==> config.mk <==
export PLATFORM = sky130hd
export DESIGN_NAME = bba_find
export DESIGN_NICKNAME = d
export VERILOG_FILES = /design/src/sv/assert_macros.svh /design/src/sv/bba_pkg.sv /design/src/sv/bba_find.sv
export SDC_FILE = /design/constraint.sdc
export NUM_CORES = 1
export LEC_CHECK = 0
export BUFFER_PORTS_ARGS = -buffer_cell sky130_fd_sc_hd__buf_2
export CORE_AREA = 4 4 93 95
export DETAILED_ROUTE_END_ITERATION = 8
export DIE_AREA = 0 0 97 99
export GPL_TIMING_DRIVEN = 0
export PLACE_DENSITY = 0.69
export SLEW_MARGIN = 20
export SYNTH_ARGS = -nofsm -noshare
export SYNTH_HDL_FRONTEND = slang
export SYNTH_SLANG_ARGS = --single-unit
==> constraint.sdc <==
create_clock -name vclk -period 5.5
set_input_delay 0.275 -clock vclk [all_inputs]
set_output_delay 0.275 -clock vclk [all_outputs]
set_load 0.01 [all_outputs]
==> src/sv/assert_macros.svh <==
// Assertion macros shared by the allocator RTL.
`ifndef ASSERT_MACROS_SVH
`define ASSERT_MACROS_SVH

// Check a property on every clock edge outside reset.
`define BBA_ASSERT(lbl, prop, msg) \
  lbl: assert property (@(posedge clk_i) disable iff (!rst_ni) (prop)) else $error(msg);

// Check that a condition leads to a result on the next clock edge.
`define BBA_ASSERT_NEXT(lbl, pre, post, msg) \
  lbl: assert property (@(posedge clk_i) disable iff (!rst_ni) (pre) |=> (post)) else $error(msg);

`endif

==> src/sv/bba_pkg.sv <==
// Types and constants shared by the block bitmap allocator.
`timescale 1ns / 1ps
`default_nettype none

package bba_pkg;

  localparam int FIELD_REACH    = 4096;
  localparam int BLK_W          = 12;
  localparam int CFG_W          = 13;
  localparam int STATUS_W       = 2;
  localparam int IN_TDATA_W     = 16;
  localparam int OUT_TDATA_W    = 16;
  localparam int OUT_PAD_W      = OUT_TDATA_W - BLK_W - STATUS_W;
  localparam int DEF_MAX_BLOCKS = 4096;
  localparam int DEF_WORD_BITS  = 64;
  localparam int BIT_IDX_W      = 6;

  localparam logic [CFG_W-1:0] TOTAL_RESET = CFG_W'(FIELD_REACH);

  typedef enum logic {
    OP_ALLOC = 1'b0,
    OP_FREE  = 1'b1
  } bba_op_e;

  typedef enum logic [STATUS_W-1:0] {
    STAT_OK          = 2'd0,
    STAT_FULL        = 2'd1,
    STAT_DOUBLE_FREE = 2'd2,
    STAT_RANGE       = 2'd3
  } bba_status_e;

  typedef struct packed {
    logic                 found;
    logic                 all_used;
    logic [BIT_IDX_W-1:0] idx;
  } bba_find_t;

endpackage

`default_nettype wire

==> src/sv/bba_find.sv <==
// Lowest free bit search over one bitmap word, limited to its first span bits.
`timescale 1ns / 1ps
`default_nettype none

module bba_find #(
  parameter int WORD_BITS = bba_pkg::DEF_WORD_BITS
) (
  input  logic [WORD_BITS-1:0]         used_i,
  input  logic [$clog2(WORD_BITS):0]   span_i,
  output logic [WORD_BITS-1:0]         sel_o,
  output bba_pkg::bba_find_t           find_o
);
  import bba_pkg::*;

  localparam int SPAN_W = $clog2(WORD_BITS) + 1;

  logic [WORD_BITS-1:0] mask;
  logic [WORD_BITS-1:0] avail;
  logic [WORD_BITS-1:0] low;
  logic [BIT_IDX_W-1:0] idx;

  always_comb begin
    for (int i = 0; i < WORD_BITS; i++) begin
      mask[i] = SPAN_W'(i) < span_i;
    end
  end

  assign avail = ~used_i & mask;
  assign low   = avail & (~avail + 1'b1);

  always_comb begin
    idx = '0;
    for (int i = 0; i < WORD_BITS; i++) begin
      if (low[i]) begin
        idx = idx | BIT_IDX_W'(i);
      end
    end
  end

  assign sel_o           = low;
  assign find_o.found    = |avail;
  assign find_o.all_used = &used_i;
  assign find_o.idx      = idx;

endmodule

`default_nettype wire

==> results.toml <==
[run_status]
status = "finished, final reports clean"

[sta]
actual_transition_at_the_worst_max_transition_pin_ps = 1160
final_period_minus_worst_setup_slack_ps = 4260
finalCritPeriodShare_pct = 77.5
final_hold_viol_count = 0
slew_violations = 0
setup-tns-final_ps = 0
rsz0062_at_grt = "false"
timing.fmax_mhz = 235
finalSetupViolCount = 0
timing.max_slew.rel_slack_pct = 20.7

[global_routing]
antenna_violations_before_repair = 0
global_route.overflow_total = 0
globalRouteTotalUtil_pct = 34.8
first_global_vias = 4877
grt_start_max_net_pins = 11
grt_first_pass_wirelength_um = 27000

[synthesis]
ys.warnings.count = 0
yosys.area_share.xor_xnor_pct = 0
yosys.area_share.adder_pct = 0
syn_inst = 509
post_synth_main_area_contributors = "sky130_fd_sc_hd__nand4_1 (6.8%), sky130_fd_sc_hd__nand3_1 (6.2%), sky130_fd_sc_hd__nand2_1 (6.1%)"
yosys.area.top_type_share_pct = 6.75
syn_area_um2 = 3060
syn_avg_cell_area_um2 = 6.01
muxShareOfSynthArea_pct = 0
yosysSeqAreaShare_pct = 0
synth_cell_type_count = 69
post_synthesis_compound_gate_area_fraction_pct = 30.9
yosysTopAreaCell = "sky130_fd_sc_hd__nand4_1"
mappedNetlistNets = 580
synth_top_family_by_area = "simple AND/OR/NAND/NOR gates"
synth_simple_gate_area_share_pct = 59.1

[detailed_routing]
detail-route-antenna-nets = 0
route.detailed.drc = 0
routed_wire_length_per_instance_um = 24.0
num_vias = 5084
avgViaCountPerCell = 6.78
drtIter0Drc = 456
routed_wirelength_um = 18000
drt-pass1-iter-count = 5

[die]
die_h_um = 99
boundaryPins = 143
rows = 32
placeableCoreArea_um2 = 7730
design.die.area_um2 = 9600
floorplan.initialDensity_pct = 39.6
die-width_um = 97

[worst_hold_path]
hold_class = "in -> out"

[clock_tree]
post_cts_buffers = 0
cts.repair.resized = 0
ctsHoldBuffers = 0

[worst_setup_path]
crit_path_cell_trace = "buf_2, buf_2, nor3_4, a21oi_2, nor4_4, nand2_1, nor4_1, nand4_1, nand4_1, nor4_1, nand3_1, buf_2"
crit_path_frequent_cell = "sky130_fd_sc_hd__buf_2"
cp.required_ps = 5220
timing.critical_path.from_type = "input pin"
worst_setup_path_end_kind = "output port"
crit_family = "simple AND/OR/NAND/NOR gates"
timing.critical_path.arrival_ps = 3990
cpPeakStageDelay_ps = 840
critical_path_class = "in -> out"
slowest_stage = "sky130_fd_sc_hd__nor4_1"
crit_path_max_fanout = 10
critical_path_buf_inv_count = 3

[finish]
layout.sequential_cells = 0
layout.cells.most_common = "sky130_fd_sc_hd__buf_2"
layout-area-overhead-vs-synth_pct = 26.9
fillCellCount = 846
diodes = 0
final-seq-area_um2 = 0
clock_buffer_count = 0
final_layout_size_suffix_gt1_share_pct = 29.0
commonest_cells_after_routing_fill_and_taps_aside = "sky130_fd_sc_hd__buf_2 (151), sky130_fd_sc_hd__nand2_1 (50), sky130_fd_sc_hd__nor2_1 (42)"
number_of_nets_at_the_end_of_the_flow = 721

[pwr]
power_mw = 0.234
leakage_nw = 1.89
ir_worst_vdd_mv = 0.0553
power-per-cell-area_nw_per_um2 = 60.2

[placed_design]
port_buffers = 139
detail_placement_hpwl_um = 14900
finalWeightedCongestion = 1.08

[flow_run]
max_cap_violations = 0
[final cells by class]
cell class / instances / area [um^2] / area share [%]
multi-input cells: 448 / 2750 / 70.9
inverters: 30 / 113 / 2.90
plain buffers: 31 / 191 / 4.93
repair buffers: 139 / 696 / 17.9
well taps: 102 / 128 / 3.29
[through the flow]
stage	hold WS [ps]	cells	worst slack (ps)	area (um^2)	utilization, %
after floorplan	596	509	2490	3060	-
after global placement	868	750	1420	3880	50.2
after detailed placement	877	750	1470	3880	50.2
after CTS	879	750	1470	3880	50.2
after global routing	916	750	1140	3880	50.2
final	881	750	1240	3880	50.2
[path summary, 6_finish.rpt]
path | slack [ps] | to | start | cells past startpoint
hold / removal | 880 | sel_o[10] | used_i[10] | 3
setup / recovery | 1240 | find_o[3] | span_i[1] | 12
[synth_stat cells (11+ instances only)]
cell and count:
sky130_fd_sc_hd__o21ai_0 21, sky130_fd_sc_hd__nand3_1 38, sky130_fd_sc_hd__a21oi_1 37, sky130_fd_sc_hd__nand2_1 50, sky130_fd_sc_hd__nor3_1 23, sky130_fd_sc_hd__nor4_1 29
sky130_fd_sc_hd__and3_1 17, sky130_fd_sc_hd__and2_1 11, sky130_fd_sc_hd__nand4_1 33, sky130_fd_sc_hd__inv_1 30, sky130_fd_sc_hd__buf_2 12, sky130_fd_sc_hd__nor2_1 42
sky130_fd_sc_hd__a211oi_1 17
[power breakdown]
group / switching [mW] / leakage, nW / internal (mW)
logic: 0.158 / 1.89 / 0.0755
registers: 0 / 0 / 0
clock network: 0 / 0 / 0
[routing by layer]
layer | vias to the layer above | share of wire (%) | global-route usage, % | wire length (um)
met5 | - | 0 | 0 | 0
met4 | 0 | 6.4 | 20.2 | 1160
met3 | 84 | 11 | 6.72 | 2070
met2 | 417 | 45 | 58.3 | 8140
met1 | 2317 | 37 | 41.6 | 6610
li1 | 2266 | - | - | -
[cell families (layout without fill, tap and decap cells)]
kind of cell,Yosys count,in the layout
AND/OR/NAND/NOR,309,309
buffers and inverters,61,200
AO/OA/AOI/OAI,139,139
Note: power is estimated with default switching activity, not from simulation.
